[config.mk]
export PLATFORM = sky130hd
export DESIGN_NAME = manchester_edge_interval_frame_decoder_unit_flat
export DESIGN_NICKNAME = d
export VERILOG_FILES = /design/src/hdl/mefd_pkg.sv /design/src/hdl/mefd_if.sv /design/src/hdl/mefd_front.sv /design/src/hdl/mefd_queue.sv /design/src/hdl/mefd_back.sv /design/src/hdl/manchester_edge_interval_frame_decoder_unit.sv /design/src/flat_wrapper.sv
export SDC_FILE = /design/constraint.sdc
export NUM_CORES = 1
export LEC_CHECK = 0
export BUFFER_PORTS_ARGS = -buffer_cell sky130_fd_sc_hd__buf_2
export CORE_MARGIN = 2
export CORE_UTILIZATION = 35
export DETAILED_ROUTE_END_ITERATION = 7
export RECOVER_POWER = 100
export SETUP_SLACK_MARGIN = 0.15
export SLEW_MARGIN = 20
export SYNTH_ARGS = -nofsm -noshare
export SYNTH_HDL_FRONTEND = slang
export SYNTH_SLANG_ARGS = --single-unit
[constraint.sdc]
create_clock -name clk -period 7 [get_ports clk]
set_input_delay 0.35 -clock clk [delete_from_list [all_inputs] [get_ports clk]]
set_output_delay 0.35 -clock clk [all_outputs]
set_load 0.01 [all_outputs]
[src/hdl/mefd_pkg.sv]
// Shared types, constants and codes for the Manchester edge-interval frame decoder.
package mefd_pkg;

  localparam int INTERVAL_BITS_DEF = 20;
  localparam int THR_W             = 16;
  localparam int CFG_IDX_W         = 3;
  localparam int QUEUE_DEPTH       = 4;
  localparam int WORD_W            = 32;
  localparam int BITS_W            = 6;
  localparam int MSG_SHIFT         = 28;
  localparam int MSG_W             = 3;

  localparam logic [BITS_W-1:0] FRAME_DONE_BITS = 6'd33;
  localparam logic [MSG_W-1:0]  MASTER_MAX_TYPE = 3'd3;

  localparam logic [THR_W-1:0] SPURIOUS_RST = 16'd300;
  localparam logic [THR_W-1:0] ONE_MIN_RST  = 16'd850;
  localparam logic [THR_W-1:0] HALF_MIN_RST = 16'd1250;
  localparam logic [THR_W-1:0] TWO_MIN_RST  = 16'd1760;
  localparam logic [THR_W-1:0] LONG_RST     = 16'd2350;
  localparam int               IDLE_GAP_RST = 20000;

  // configuration register indexes
  localparam logic [CFG_IDX_W-1:0] CFG_SPURIOUS = 3'd0;
  localparam logic [CFG_IDX_W-1:0] CFG_ONE_MIN  = 3'd1;
  localparam logic [CFG_IDX_W-1:0] CFG_HALF_MIN = 3'd2;
  localparam logic [CFG_IDX_W-1:0] CFG_TWO_MIN  = 3'd3;
  localparam logic [CFG_IDX_W-1:0] CFG_LONG     = 3'd4;
  localparam logic [CFG_IDX_W-1:0] CFG_IDLE_GAP = 3'd5;

  // interval class, as measured against the period thresholds
  typedef enum logic [2:0] {
    CLS_SHORT,
    CLS_ONE,
    CLS_ONE_HALF,
    CLS_TWO,
    CLS_LONG
  } cls_t;

  typedef enum logic [2:0] {
    ST_OK       = 3'd0,
    ST_SHORT    = 3'd1,
    ST_LONG     = 3'd2,
    ST_BAD_TWO  = 3'd3,
    ST_PARITY   = 3'd4
  } status_t;

  // classified interval handed from front to back
  typedef struct packed {
    logic arm;    // interval exceeds the idle gap
    cls_t cls;
  } edge_ev_t;

  typedef struct packed {
    status_t             status;
    logic [WORD_W-1:0]   frame_word;
    logic [MSG_W-1:0]    msg_type;
    logic [7:0]          data_id;
    logic [15:0]         data_value;
    logic                is_master;
    logic [WORD_W-1:0]   good_frames;
  } result_t;

endpackage

[src/hdl/mefd_if.sv]
// Channel interfaces: edge interval requests in, decoded frame/status requests out.
interface mefd_edge_if #(
  parameter int INTERVAL_BITS = mefd_pkg::INTERVAL_BITS_DEF
);
  logic                     valid;
  logic                     ready;
  logic [INTERVAL_BITS-1:0] delta_us;

  modport source (output valid, output delta_us, input ready);
  modport sink   (input valid, input delta_us, output ready);
endinterface

interface mefd_result_if;
  logic        valid;
  logic        ready;
  logic [2:0]  status;
  logic [31:0] frame_word;
  logic [2:0]  msg_type;
  logic [7:0]  data_id;
  logic [15:0] data_value;
  logic        is_master;
  logic [31:0] good_frames;

  modport source (output valid, output status, output frame_word, output msg_type,
                  output data_id, output data_value, output is_master,
                  output good_frames, input ready);
  modport sink   (input valid, input status, input frame_word, input msg_type,
                  input data_id, input data_value, input is_master,
                  input good_frames, output ready);
endinterface

[src/hdl/mefd_front.sv]
// Front end: sums edge time past the spurious limit and classifies each interval.
module mefd_front #(
  parameter int INTERVAL_BITS = mefd_pkg::INTERVAL_BITS_DEF
) (
  input  logic                                clk,
  input  logic                                rst_n,
  mefd_edge_if.sink                           in_edge,
  input  logic [mefd_pkg::THR_W-1:0]          spurious_limit,
  input  logic [mefd_pkg::THR_W-1:0]          one_min,
  input  logic [mefd_pkg::THR_W-1:0]          half_min,
  input  logic [mefd_pkg::THR_W-1:0]          two_min,
  input  logic [mefd_pkg::THR_W-1:0]          too_long,
  input  logic [INTERVAL_BITS-1:0]            idle_gap,
  output logic                                push,
  output mefd_pkg::edge_ev_t                  push_ev,
  input  logic                                q_ready
);

  logic [INTERVAL_BITS-1:0] acc_r, acc_nxt;
  logic [INTERVAL_BITS:0]   sum;
  logic [INTERVAL_BITS-1:0] iv;
  logic                     accept;
  logic                     real_edge;

  assign in_edge.ready = q_ready;
  assign accept        = in_edge.valid && q_ready;

  always_comb begin
    sum       = {1'b0, acc_r} + {1'b0, in_edge.delta_us};
    iv        = sum[INTERVAL_BITS] ? {INTERVAL_BITS{1'b1}} : sum[INTERVAL_BITS-1:0];
    real_edge = iv > INTERVAL_BITS'(spurious_limit);
    acc_nxt   = acc_r;
    if (accept) begin
      acc_nxt = real_edge ? '0 : iv;
    end

    // priority: too long, two, one and a half, one, else too short
    push_ev.arm = iv > idle_gap;
    if (iv >= INTERVAL_BITS'(too_long)) begin
      push_ev.cls = mefd_pkg::CLS_LONG;
    end else if (iv >= INTERVAL_BITS'(two_min)) begin
      push_ev.cls = mefd_pkg::CLS_TWO;
    end else if (iv >= INTERVAL_BITS'(half_min)) begin
      push_ev.cls = mefd_pkg::CLS_ONE_HALF;
    end else if (iv >= INTERVAL_BITS'(one_min)) begin
      push_ev.cls = mefd_pkg::CLS_ONE;
    end else begin
      push_ev.cls = mefd_pkg::CLS_SHORT;
    end
  end

  assign push = accept && real_edge;

  always_ff @(posedge clk) begin
    if (!rst_n) begin
      acc_r <= '0;
    end else begin
      acc_r <= acc_nxt;
    end
  end

endmodule

[src/hdl/mefd_queue.sv]
// Small register queue of classified intervals between front and back end.
module mefd_queue #(
  parameter int DEPTH = mefd_pkg::QUEUE_DEPTH
) (
  input  logic               clk,
  input  logic               rst_n,
  input  logic               push,
  input  mefd_pkg::edge_ev_t push_ev,
  output logic               push_ready,
  output logic               pop_valid,
  output mefd_pkg::edge_ev_t pop_ev,
  input  logic               pop
);

  localparam int PTR_W = (DEPTH > 1) ? $clog2(DEPTH) : 1;
  localparam int CNT_W = $clog2(DEPTH + 1);

  mefd_pkg::edge_ev_t mem [DEPTH];
  logic [PTR_W-1:0]   wr_ptr_r, wr_ptr_nxt;
  logic [PTR_W-1:0]   rd_ptr_r, rd_ptr_nxt;
  logic [CNT_W-1:0]   count_r, count_nxt;
  logic               do_push, do_pop;

  assign push_ready = count_r != CNT_W'(DEPTH);
  assign pop_valid  = count_r != '0;
  assign pop_ev     = mem[rd_ptr_r];
  assign do_push    = push && push_ready;
  assign do_pop     = pop && pop_valid;

  always_comb begin
    wr_ptr_nxt = wr_ptr_r;
    rd_ptr_nxt = rd_ptr_r;
    count_nxt  = count_r;
    if (do_push) begin
      wr_ptr_nxt = (wr_ptr_r == PTR_W'(DEPTH - 1)) ? '0 : wr_ptr_r + 1'b1;
    end
    if (do_pop) begin
      rd_ptr_nxt = (rd_ptr_r == PTR_W'(DEPTH - 1)) ? '0 : rd_ptr_r + 1'b1;
    end
    if (do_push && !do_pop) begin
      count_nxt = count_r + 1'b1;
    end else if (do_pop && !do_push) begin
      count_nxt = count_r - 1'b1;
    end
  end

  always_ff @(posedge clk) begin
    if (!rst_n) begin
      wr_ptr_r <= '0;
      rd_ptr_r <= '0;
      count_r  <= '0;
    end else begin
      wr_ptr_r <= wr_ptr_nxt;
      rd_ptr_r <= rd_ptr_nxt;
      count_r  <= count_nxt;
    end
  end

  always_ff @(posedge clk) begin
    if (do_push) begin
      mem[wr_ptr_r] <= push_ev;
    end
  end

endmodule

[src/hdl/mefd_back.sv]
// Back end: bit assembly, parity and frame reporting, with the output register.
module mefd_back (
  input  logic               clk,
  input  logic               rst_n,
  input  logic               ev_valid,
  input  mefd_pkg::edge_ev_t ev,
  output logic               ev_pop,
  mefd_result_if.source      out_res
);

  logic                                 receiving_r, receiving_nxt;
  logic                                 last_bit_r, last_bit_nxt;
  logic [mefd_pkg::WORD_W-1:0]          shift_r, shift_nxt;
  logic [mefd_pkg::BITS_W-1:0]          bits_r, bits_nxt;
  logic                                 odd_r, odd_nxt;
  logic [mefd_pkg::WORD_W-1:0]          total_r, total_nxt;
  logic                                 out_valid_r, out_valid_nxt;
  mefd_pkg::result_t                    res_r, res_nxt;
  logic                                 slot_free;
  logic                                 emit;
  logic                                 decoded;
  mefd_pkg::status_t                    st;
  logic [mefd_pkg::WORD_W-1:0]          word;
  logic [mefd_pkg::MSG_W-1:0]           mt;

  assign slot_free = !out_valid_r || out_res.ready;
  assign ev_pop    = ev_valid && slot_free;

  always_comb begin
    receiving_nxt = receiving_r;
    last_bit_nxt  = last_bit_r;
    shift_nxt     = shift_r;
    bits_nxt      = bits_r;
    odd_nxt       = odd_r;
    total_nxt     = total_r;
    emit          = 1'b0;
    decoded       = 1'b0;
    st            = mefd_pkg::ST_OK;

    if (ev_pop) begin
      if (!receiving_r) begin
        if (ev.arm) begin
          receiving_nxt = 1'b1;
          shift_nxt     = '0;
          odd_nxt       = 1'b0;
          bits_nxt      = mefd_pkg::BITS_W'(1);
          last_bit_nxt  = 1'b1;
        end
      end else begin
        case (ev.cls)
          mefd_pkg::CLS_LONG: begin
            emit = 1'b1;
            st   = mefd_pkg::ST_LONG;
          end
          mefd_pkg::CLS_TWO: begin
            if (last_bit_r) begin
              emit = 1'b1;
              st   = mefd_pkg::ST_BAD_TWO;
            end else begin
              shift_nxt    = {shift_r[mefd_pkg::WORD_W-3:0], 2'b10};
              bits_nxt     = bits_r + 2'd2;
              odd_nxt      = !odd_r;
              last_bit_nxt = 1'b0;
            end
          end
          mefd_pkg::CLS_ONE_HALF: begin
            if (last_bit_r) begin
              shift_nxt    = {shift_r[mefd_pkg::WORD_W-3:0], 2'b10};
              bits_nxt     = bits_r + 2'd2;
              last_bit_nxt = 1'b0;
            end else begin
              shift_nxt    = {shift_r[mefd_pkg::WORD_W-2:0], 1'b1};
              bits_nxt     = bits_r + 1'b1;
              last_bit_nxt = 1'b1;
            end
            odd_nxt = !odd_r;
          end
          mefd_pkg::CLS_ONE: begin
            shift_nxt = {shift_r[mefd_pkg::WORD_W-2:0], last_bit_r};
            bits_nxt  = bits_r + 1'b1;
            odd_nxt   = odd_r ^ last_bit_r;
          end
          default: begin
            emit = 1'b1;
            st   = mefd_pkg::ST_SHORT;
          end
        endcase

        if (emit) begin
          receiving_nxt = 1'b0;
        end else if (bits_nxt > mefd_pkg::FRAME_DONE_BITS) begin
          receiving_nxt = 1'b0;
          emit          = 1'b1;
          decoded       = 1'b1;
          if (odd_nxt) begin
            total_nxt = total_r + 1'b1;
            st        = mefd_pkg::ST_OK;
          end else begin
            st        = mefd_pkg::ST_PARITY;
          end
        end
      end
    end

    word = decoded ? shift_nxt : '0;
    mt   = word[mefd_pkg::MSG_SHIFT +: mefd_pkg::MSG_W];
    res_nxt.status      = st;
    res_nxt.frame_word  = word;
    res_nxt.msg_type    = mt;
    res_nxt.data_id     = word[23:16];
    res_nxt.data_value  = word[15:0];
    res_nxt.is_master   = decoded && (mt <= mefd_pkg::MASTER_MAX_TYPE);
    res_nxt.good_frames = total_nxt;

    out_valid_nxt = out_valid_r;
    if (ev_pop && emit) begin
      out_valid_nxt = 1'b1;
    end else if (out_res.ready) begin
      out_valid_nxt = 1'b0;
    end
  end

  always_ff @(posedge clk) begin
    if (!rst_n) begin
      receiving_r <= 1'b0;
      last_bit_r  <= 1'b1;
      shift_r     <= '0;
      bits_r      <= '0;
      odd_r       <= 1'b0;
      total_r     <= '0;
      out_valid_r <= 1'b0;
    end else begin
      receiving_r <= receiving_nxt;
      last_bit_r  <= last_bit_nxt;
      shift_r     <= shift_nxt;
      bits_r      <= bits_nxt;
      odd_r       <= odd_nxt;
      total_r     <= total_nxt;
      out_valid_r <= out_valid_nxt;
    end
  end

  always_ff @(posedge clk) begin
    if (ev_pop && emit) begin
      res_r <= res_nxt;
    end
  end

  assign out_res.valid       = out_valid_r;
  assign out_res.status      = res_r.status;
  assign out_res.frame_word  = res_r.frame_word;
  assign out_res.msg_type    = res_r.msg_type;
  assign out_res.data_id     = res_r.data_id;
  assign out_res.data_value  = res_r.data_value;
  assign out_res.is_master   = res_r.is_master;
  assign out_res.good_frames = res_r.good_frames;

  // a frame in progress never holds more than the completion count
  assert property (@(posedge clk) disable iff (!rst_n)
    receiving_r |-> (bits_r <= mefd_pkg::FRAME_DONE_BITS))
    else $error("bit count past frame length while receiving");

  // good frame count only moves with a reported good frame
  assert property (@(posedge clk) disable iff (!rst_n)
    (total_r != $past(total_r)) |->
      ($past(ev_pop && emit) && res_r.status == mefd_pkg::ST_OK && out_valid_r))
    else $error("good frame count changed without a good frame");

  // receive errors carry an empty frame word
  assert property (@(posedge clk) disable iff (!rst_n)
    (ev_pop && emit && (st == mefd_pkg::ST_SHORT || st == mefd_pkg::ST_LONG ||
                        st == mefd_pkg::ST_BAD_TWO))
      |=> (res_r.frame_word == '0 && !res_r.is_master))
    else $error("error status with nonzero frame fields");

endmodule

[src/hdl/manchester_edge_interval_frame_decoder_unit.sv]
// Manchester edge-interval frame decoder: configuration registers and top-level wiring.
//
// in_edge carries one falling-edge request per item: delta_us, the microseconds
// since the previous raw edge. out_res carries one status request per reported
// frame or receive error: status, frame word, decoded fields and the running
// good-frame count. Both channels use valid/ready; a request moves when both
// are high at a rising clock edge.
// Throughput: one edge per cycle while the queue has room. Each edge is classified
// in the cycle it is accepted and queued; the back end takes one queued edge per cycle
// while out_res is not stalled. With the queue empty, the edge that causes a result is
// written into a queue entry when accepted, and the result is then captured in the
// output register, which drives out_res.valid.
// The user must write configuration through cfg_we/cfg_index/cfg_data only while
// the block is idle (unchecked); indexes beyond the register list are dropped.
// Reset (rst_n low, synchronous) loads the default thresholds, empties the
// queue and output register and leaves the receiver disarmed.
// When out_res stalls, the back end holds its result and stops; the four-entry
// queue keeps accepting edges until it fills, then in_edge.ready drops.
module manchester_edge_interval_frame_decoder_unit #(
  parameter int INTERVAL_BITS = mefd_pkg::INTERVAL_BITS_DEF
) (
  input  logic                              clk,
  input  logic                              rst_n,
  mefd_edge_if.sink                         in_edge,
  mefd_result_if.source                     out_res,
  input  logic                              cfg_we,
  input  logic [mefd_pkg::CFG_IDX_W-1:0]    cfg_index,
  input  logic [INTERVAL_BITS-1:0]          cfg_data
);

  logic [mefd_pkg::THR_W-1:0] spurious_r, one_min_r, half_min_r, two_min_r, long_r;
  logic [INTERVAL_BITS-1:0]   idle_gap_r;

  logic               push, push_ready;
  mefd_pkg::edge_ev_t push_ev, pop_ev;
  logic               pop_valid, pop;

  always_ff @(posedge clk) begin
    if (!rst_n) begin
      spurious_r <= mefd_pkg::SPURIOUS_RST;
      one_min_r  <= mefd_pkg::ONE_MIN_RST;
      half_min_r <= mefd_pkg::HALF_MIN_RST;
      two_min_r  <= mefd_pkg::TWO_MIN_RST;
      long_r     <= mefd_pkg::LONG_RST;
      idle_gap_r <= INTERVAL_BITS'(mefd_pkg::IDLE_GAP_RST);
    end else if (cfg_we) begin
      case (cfg_index)
        mefd_pkg::CFG_SPURIOUS: spurious_r <= cfg_data[mefd_pkg::THR_W-1:0];
        mefd_pkg::CFG_ONE_MIN:  one_min_r  <= cfg_data[mefd_pkg::THR_W-1:0];
        mefd_pkg::CFG_HALF_MIN: half_min_r <= cfg_data[mefd_pkg::THR_W-1:0];
        mefd_pkg::CFG_TWO_MIN:  two_min_r  <= cfg_data[mefd_pkg::THR_W-1:0];
        mefd_pkg::CFG_LONG:     long_r     <= cfg_data[mefd_pkg::THR_W-1:0];
        mefd_pkg::CFG_IDLE_GAP: idle_gap_r <= cfg_data;
        default: ;
      endcase
    end
  end

  mefd_front #(
    .INTERVAL_BITS(INTERVAL_BITS)
  ) u_front (
    .clk            (clk),
    .rst_n          (rst_n),
    .in_edge        (in_edge),
    .spurious_limit (spurious_r),
    .one_min        (one_min_r),
    .half_min       (half_min_r),
    .two_min        (two_min_r),
    .too_long       (long_r),
    .idle_gap       (idle_gap_r),
    .push           (push),
    .push_ev        (push_ev),
    .q_ready        (push_ready)
  );

  mefd_queue #(
    .DEPTH(mefd_pkg::QUEUE_DEPTH)
  ) u_queue (
    .clk        (clk),
    .rst_n      (rst_n),
    .push       (push),
    .push_ev    (push_ev),
    .push_ready (push_ready),
    .pop_valid  (pop_valid),
    .pop_ev     (pop_ev),
    .pop        (pop)
  );

  mefd_back u_back (
    .clk      (clk),
    .rst_n    (rst_n),
    .ev_valid (pop_valid),
    .ev       (pop_ev),
    .ev_pop   (pop),
    .out_res  (out_res)
  );

endmodule

[src/flat_wrapper.sv]
// flat-port wrapper written by rule: the top's interface ports become plain ports
module manchester_edge_interval_frame_decoder_unit_flat 
#(
  parameter int INTERVAL_BITS = mefd_pkg::INTERVAL_BITS_DEF
)
  (clk, rst_n, cfg_we, cfg_index, cfg_data, in_edge_valid, in_edge_delta_us, in_edge_ready, out_res_valid, out_res_status, out_res_frame_word, out_res_msg_type, out_res_data_id, out_res_data_value, out_res_is_master, out_res_good_frames, out_res_ready);
  mefd_edge_if #(.INTERVAL_BITS(INTERVAL_BITS)) in_edge_i ();
  mefd_result_if out_res_i ();
  input  logic clk;
  input  logic rst_n;
  input  logic cfg_we;
  input  logic [mefd_pkg::CFG_IDX_W-1:0] cfg_index;
  input  logic [INTERVAL_BITS-1:0] cfg_data;
  input wire logic [$bits(in_edge_i.valid)-1:0] in_edge_valid;
  input wire logic [$bits(in_edge_i.delta_us)-1:0] in_edge_delta_us;
  output wire logic [$bits(in_edge_i.ready)-1:0] in_edge_ready;
  output wire logic [$bits(out_res_i.valid)-1:0] out_res_valid;
  output wire logic [$bits(out_res_i.status)-1:0] out_res_status;
  output wire logic [$bits(out_res_i.frame_word)-1:0] out_res_frame_word;
  output wire logic [$bits(out_res_i.msg_type)-1:0] out_res_msg_type;
  output wire logic [$bits(out_res_i.data_id)-1:0] out_res_data_id;
  output wire logic [$bits(out_res_i.data_value)-1:0] out_res_data_value;
  output wire logic [$bits(out_res_i.is_master)-1:0] out_res_is_master;
  output wire logic [$bits(out_res_i.good_frames)-1:0] out_res_good_frames;
  input wire logic [$bits(out_res_i.ready)-1:0] out_res_ready;
  assign in_edge_i.valid = in_edge_valid;
  assign in_edge_i.delta_us = in_edge_delta_us;
  assign in_edge_ready = in_edge_i.ready;
  assign out_res_valid = out_res_i.valid;
  assign out_res_status = out_res_i.status;
  assign out_res_frame_word = out_res_i.frame_word;
  assign out_res_msg_type = out_res_i.msg_type;
  assign out_res_data_id = out_res_i.data_id;
  assign out_res_data_value = out_res_i.data_value;
  assign out_res_is_master = out_res_i.is_master;
  assign out_res_good_frames = out_res_i.good_frames;
  assign out_res_i.ready = out_res_ready;
  manchester_edge_interval_frame_decoder_unit #(.INTERVAL_BITS(INTERVAL_BITS)) u_core (.clk(clk), .rst_n(rst_n), .in_edge(in_edge_i), .out_res(out_res_i), .cfg_we(cfg_we), .cfg_index(cfg_index), .cfg_data(cfg_data));
endmodule
==> impl_metrics.toml, run 1 <==
[detailed_routing]
routed-wl-met3_um = 2180
dr_wl_met2_um = 21200
remaining_drc_errors = 0
vias_per_cell = 5.28
drt_iter0_markers = 901
met1_length_um = 19300
dr.pass1.iters = 6
via_count = 13700
ant_nets = 0
wl_per_cell_um = 17.0
drt_wl_total_um = 44100
dr.max_layer_used = "met5"

[power]
power_mw = 5.21
peakVddDrop_v = 0.000226
powerDensity_nw_per_um2 = 286
p_leak_nw = 6.94

[logic_synthesis]
yosysMostFrequentCell = "nand2_1"
seq_area_frac_synth_pct = 40.5
yosysWarnings = 0
synthArstFlopShare_pct = 0
synth_cell_types = 74
synth_edf_count = 84
ys_seq_elements = 287
synth_fp_nets = 2061
syn_avg_cell_area_um2 = 8.64
netlist_top_cells_area = "dfxtp_1 (25%), edfxtp_1 (16%), ha_1 (9.9%), nand2_1 (7.2%), a21oi_1 (6.1%)"
yosysTopAreaCell = "dfxtp_1"
syn_inst = 1882
ys.flop_type = "dfxtp_1"
synthTopCellsByCount = "nand2_1 (310), dfxtp_1 (203), a21oi_1 (197)"
synth_top_cell_area_share_pct = 25.0
synth_area_um2 = 16300

[finish]
fin_cells = 2589
fill_cells = 4618
final_nets = 2139
post-route-util_pct = 40.0
stdcell_area_um2 = 18200
synthToLayoutAreaGrowth_pct = 12.2
layout-drive-gt1-share_pct = 6.64

[placed_design]
portBuffers = 144
globalplace.congestion = 0.830
placed_cells = 2522
place_ws_ns = 0.880
hpwl_um = 30800
place_area_um2 = 17300

[run_status]
violations = "capacitance limit, slew limit"
status = "finished with violations"

[setup_path]
critPathCaptureType = "flop"
slowest_delay_ns = 1.39
cp_cell_sequence = "mux4_2, nor2b_1, a21oi_1, o2bb2ai_1, a221oi_1, a41o_1, a21oi_1, clkbuf_2"
crit_top_cell = "a21oi_1"
crit_required_ns = 7.14
cp_data_arrival_time_ns = 6.28
critPathSlowestCell = "a21oi_1"
setup.worst_path.start_class = "flop"
critPathKind = "reg2reg"
worstPathMaxFanout = 54
r2r_slack_ns = 0.86

[cts]
cts_resized = 0
cts.htree.levels = 2
cts.sinks = 287
cts_tree = "yes"
clock_path_buffers = 3
postCtsSetupBuffers = 0
clkLatencyLatePin_ns = 0.55
cts_hold_buffers = 0
cts_root_buffer = "clkbuf_16"
clk_pin_slew_ns = 0.06
cts_buffers = 36

[timing]
finalSetupViolCount = 0
finalWorstSetupSlack_ns = 0.860
fin_skew_ns = 0.0173
drv_slew = 196
fin_tns_setup_ns = 0
fin_hold_ws_ns = 0.0416
fin_crit_ns = 6.14
relSlewSlack_pct = -127
timing.fmax_mhz = 163
finalHoldViolations = 0
rsz0062_at_grt = "false"
worst_pin_slew_ns = 3.41
fin_crit_sh_pct = 87.7

[die]
die_x_um = 219
start_util_pct = 35.7
coreArea_um2 = 45600
num_io_pins = 145
num_rows = 78
die_area_um2 = 48200
die_h_um = 219

[global_route]
grt_pass1_vias = 13200
grt_overflow = 0
grt_pass1_wl_um = 69700
antenna_found_initial = 3
grt_usage_pct = 18.2
grt_max_degree = 73

[min_path]
hp-class = "in2reg"

[flow_run]
drv_cap = 4
==> per-layer routing <==
metal,up-vias,global-route usage [%]
met5,-,0
met4,6,7.21
li1,6756,-
met3,102,3.20
met2,340,31.2
met1,6454,22.6
==> cell type report <==
type	count	area, µm²	area share, %
well taps	600	751	4.12
inverters	111	418	2.29
repair buffers	162	692	3.79
flip-flops and latches	287	6590	36.1
multi-input cells	1362	8590	47.1
clock inverters	21	220	1.21
diodes	1	2.50	0.0137
clock buffers	45	976	5.35
==> where the power goes <==
part	switching (mW)	total [mW]	internal, mW
registers	0.110	2.04	1.93
logic	0.901	1.27	0.370
clock network	0.763	1.91	1.14
total	1.77	5.21	3.44
==> cells in the final DEF (no fill, tap or decap), types with 18 or more instances in the layout <==
| cell type | count |
|---|---|
| nor3_1 | 27 |
| xnor2_1 | 22 |
| inv_1 | 110 |
| dfxtp_1 | 202 |
| clkbuf_1 | 115 |
| buf_2 | 45 |
| nand3_1 | 35 |
| a21o_1 | 40 |
| nand2b_1 | 34 |
| xor2_1 | 25 |
| nor2b_1 | 18 |
| a211oi_1 | 30 |
| edfxtp_1 | 84 |
| ha_1 | 129 |
| and2_0 | 30 |
| nand4_1 | 34 |
| o211ai_1 | 34 |
| and2_1 | 34 |
| nor2_1 | 116 |
| nand2_1 | 311 |
| clkbuf_16 | 37 |
| a21oi_1 | 197 |
| mux2i_1 | 25 |
| o21ai_0 | 71 |
==> worst max-delay path, delay by kind of cell, from the launching register on <==
kind | cells | cell delay [ns]
muxes | 1 | 0.86
DFF | 1 | 0.53
AOI/OAI and AO/OA | 5 | 2.31
and+or+nand+nor | 1 | 0.79
buffers and inverters | 1 | 1.20
==> path summary, 6_finish.rpt <==
kind / endpoint / depth (start not counted) / startpoint
worst max-delay path: u_core.u_back.out_res.good_frames[31] / 8 / flop
worst min-delay path: u_core.idle_gap_r[16] / 3 / cfg_data[16]
worst max register to register: u_core.u_back.out_res.good_frames[31] / 8 / flop
worst min register to register: u_core.half_min_r[8] / 2 / u_core.half_min_r[8]
==> cells by family (layout without fill, tap and decap cells) <==
kind of cell	after synthesis	after routing	synth area share, %
other	0	1	0
adder cells (fa/ha/maj)	131	131	10.2
multiplexers	32	32	2.37
AO/OA/AOI/OAI	467	467	18.3
AND/OR/NAND/NOR	685	685	19.8
flip-flops	287	287	40.5
buffers and inverters	233	339	6.32
XOR/XNOR	47	47	2.53
==> sequential cells by signal, summed over array words and instances, names as in the netlist, 20 cells and up, named ones only <==
name	cells
u_core.idle_gap_r	20
u_core.u_back.shift_r	32
u_core.u_back.total_r	32
u_core.u_front.acc_r	20
u_core.u_back.out_res.good_frames	32
u_core.u_back.out_res.frame_word	32
Power figures use the tool's default switching activity.
==> inputs of run 2 (changes only) <==
--- a/config.mk
+++ b/config.mk
@@ -5,6 +5,7 @@
 export SDC_FILE = /design/constraint.sdc
 export NUM_CORES = 1
 export LEC_CHECK = 0
+export ABC_AREA = 1
 export BUFFER_PORTS_ARGS = -buffer_cell sky130_fd_sc_hd__buf_2
 export CORE_MARGIN = 2
 export CORE_UTILIZATION = 35
==> run 2 against run 1 <==
Effect of this change:
- the flow finishes with violations (DRC, capacitance limit, slew limit)
- via count increased by 7.4%
- non-clock buffer count decreased by 2
- cell count increased by 12%
- critical path depth increased by 5
- critical path type unchanged
==> impl_metrics.toml, run 2 <==
[run_status]
status = "finished with violations"
violations = "DRC, capacitance limit, slew limit"

[global_route]
grt_usage_pct = 18.8
grt_pass1_wl_um = 74000
grt_max_degree = 71
antenna_found_initial = 1
grt_pass1_vias = 14000
grt_overflow = 0

[detailed_routing]
remaining_drc_errors = 16
drt_iter0_markers = 1215
wl_per_cell_um = 16.2
dr.pass1.iters = 8
ant_nets = 0
vias_per_cell = 5.05
via_count = 14700
drt_wl_total_um = 47200

[timing]
fin_crit_ns = 5.58
fin_skew_ns = 0.0179
timing.fmax_mhz = 179
drv_slew = 208
fin_crit_sh_pct = 79.7
finalHoldViolations = 0
rsz0062_at_grt = "false"
worst_pin_slew_ns = 3.84
finalSetupViolCount = 0
fin_tns_setup_ns = 0
relSlewSlack_pct = -156

[die]
die_x_um = 222
num_rows = 79
die_area_um2 = 49100
num_io_pins = 145
start_util_pct = 35.5
coreArea_um2 = 46700
die_h_um = 222

[finish]
final_cell_mix = "nand2_1 (407), inv_1 (300), nor2_1 (234), dfxtp_1 (203), a21oi_1 (177)"
multi_input_area_um2 = 8170
final-seq-area_um2 = 6590
fin_cells = 2903
synthToLayoutAreaGrowth_pct = 12.1
layout-drive-gt1-share_pct = 6.67
fill_cells = 4858
final_common_cell = "nand2_1"
final_nets = 2448

[cts]
clock_path_buffers = 3
cts_resized = 0
postCtsSetupBuffers = 0
cts_buffers = 35
cts.htree.levels = 2
cts.sinks = 287
clk_pin_slew_ns = 0.05
cts_tree = "yes"
cts_hold_buffers = 0
cts_root_buffer = "clkbuf_16"
clkLatencyLatePin_ns = 0.56

[setup_path]
r2r_slack_ns = 1.42
critPathCaptureType = "flop"
setup.worst_path.start_class = "flop"
reg2reg_depth = 13
worstPathMaxFanout = 63
worst-path-buf-inv = 3
cpLargestDelayFamily = "simple AND/OR/NAND/NOR gates"
crit_top_cell = "nand2_1"
critPathKind = "reg2reg"
cp_cell_sequence = "clkinvlp_2, nand2_1, nand3_1, nand2_1, nand2_1, nand2_1, inv_1, nand2_1, nand2_2, nand3_1, nor2_1, o21ai_0, buf_4"
slowest_delay_ns = 0.97
critPathSlowestCell = "o21ai_0"
cp_data_arrival_time_ns = 5.76
crit_required_ns = 7.18
r2r_end = "u_core.u_back.out_res.frame_word[8]"

[logic_synthesis]
seq_area_frac_synth_pct = 39.7
netlist_top_cells_area = "dfxtp_1 (25%), edfxtp_1 (15%), ha_1 (9.7%), nand2_1 (9.1%), inv_1 (6.7%)"
synth_top_cell_area_share_pct = 24.5
synthArstFlopShare_pct = 0
ys_seq_elements = 287
yosysMostFrequentCell = "nand2_1"
syn_avg_cell_area_um2 = 7.60
synth_fp_nets = 2362
synth_cell_types = 65
synth_edf_count = 84
synthTopCellsByCount = "nand2_1 (402), inv_1 (296), nor2_1 (231)"
yosysTopAreaCell = "dfxtp_1"
syn_inst = 2183
ys.flop_type = "dfxtp_1"
yosysWarnings = 0
synth_area_um2 = 16600

[power]
powerDensity_nw_per_um2 = 271
p_leak_nw = 7.66
peakVddDrop_v = 0.000149

[min_path]
hp-class = "in2reg"
whs_endpoint = "u_core.one_min_r[4]"
min_from = "cfg_data[4]"
hold_depth = 3

[placed_design]
globalplace.congestion = 0.912
hpwl_um = 34500
placed_cells = 2839
portBuffers = 144

[flow_run]
drv_cap = 4
-- run 2: cell type report --
| cell class | count | share of cell area, % |
|---|---|---|
| sequential | 287 | 35.4 |
| multi-input combinational | 1476 | 44.0 |
| timing repair buffer | 160 | 3.82 |
| tap | 607 | 4.09 |
| clock inverter | 19 | 1.39 |
| inverter | 309 | 6.26 |
| antenna | 1 | 0.0135 |
| clock buffer | 44 | 5.00 |
-- run 2: worst register-to-register path: stages, from the launching register on --
cell	delay, ns
dfxtp_1	0.49
clkinvlp_2	0.36
nand2_1	0.18
nand3_1	0.09
nand2_1	0.29
nand2_1	0.16
nand2_1	0.74
inv_1	0.61
nand2_1	0.24
nand2_2	0.08
nand3_1	0.08
nor2_1	0.08
o21ai_0	0.97
buf_4	0.78
-- run 2: routing by layer --
metal,wire length [µm],global-route usage (%),vias to the layer above
met3,2030,2.74,94
met2,23100,33.4,363
met4,1570,7.76,0
met1,20500,22.6,6767
met5,0,0,-
li1,-,-,7450
-- run 2: kinds of logic (layout without fill, tap and decap cells) --
family | after synthesis | after routing | share of synthesized area (%)
AO/OA/AOI/OAI | 445 | 445 | 15.4
XOR/XNOR | 13 | 13 | 0.687
adder cells (fa/ha/maj) | 131 | 131 | 9.98
buffers and inverters | 420 | 532 | 10.6
flip-flops | 287 | 287 | 39.7
other | 0 | 1 | 0
AND/OR/NAND/NOR | 887 | 887 | 23.5
-- run 2: metrics by stage --
step	instance area, µm²	hold slack [ns]	power (mW)	worst slack (ns)	utilization [%]
4_1_cts	18800	0.0786	5.16	1.90	40.3
2_1_floorplan	16600	0.423	2.91	1.93	-
3_3_place_gp	17600	0.431	3.24	1.75	37.7
6_report	18600	0.103	5.03	1.42	39.8
5_1_grt	18600	0.0984	5.31	0.865	39.8
3_5_place_dp	17600	0.434	3.26	1.74	37.7
-- run 2: worst max path at each step --
| stage | startpoint | to | slack, ns | cells after the start |
|---|---|---|---|---|
| final | flop | u_core.u_back.out_res.frame_word[8] | 1.42 | 13 |
| after global routing | flop | u_core.u_back.out_res.frame_word[8] | 0.87 | 13 |
| after CTS | u_core.u_front.acc_r[0] | u_core.u_queue.count_r[2] | 1.90 | 29 |
| after detailed placement | in_edge_delta_us[0] | u_core.u_queue.count_r[2] | 1.74 | 30 |
| after global placement | in_edge_delta_us[0] | u_core.u_queue.count_r[2] | 1.75 | 30 |
| after floorplan | u_core.u_back.bits_r[1] | u_core.u_back.out_res.frame_word[0] | 1.93 | 13 |
-- run 2: report_power, final --
group          switching [mW]  leakage [nW]  internal [mW]
logic                   0.893          4.64          0.305
registers              0.0731          2.44           1.88
clock network           0.745         0.586           1.14
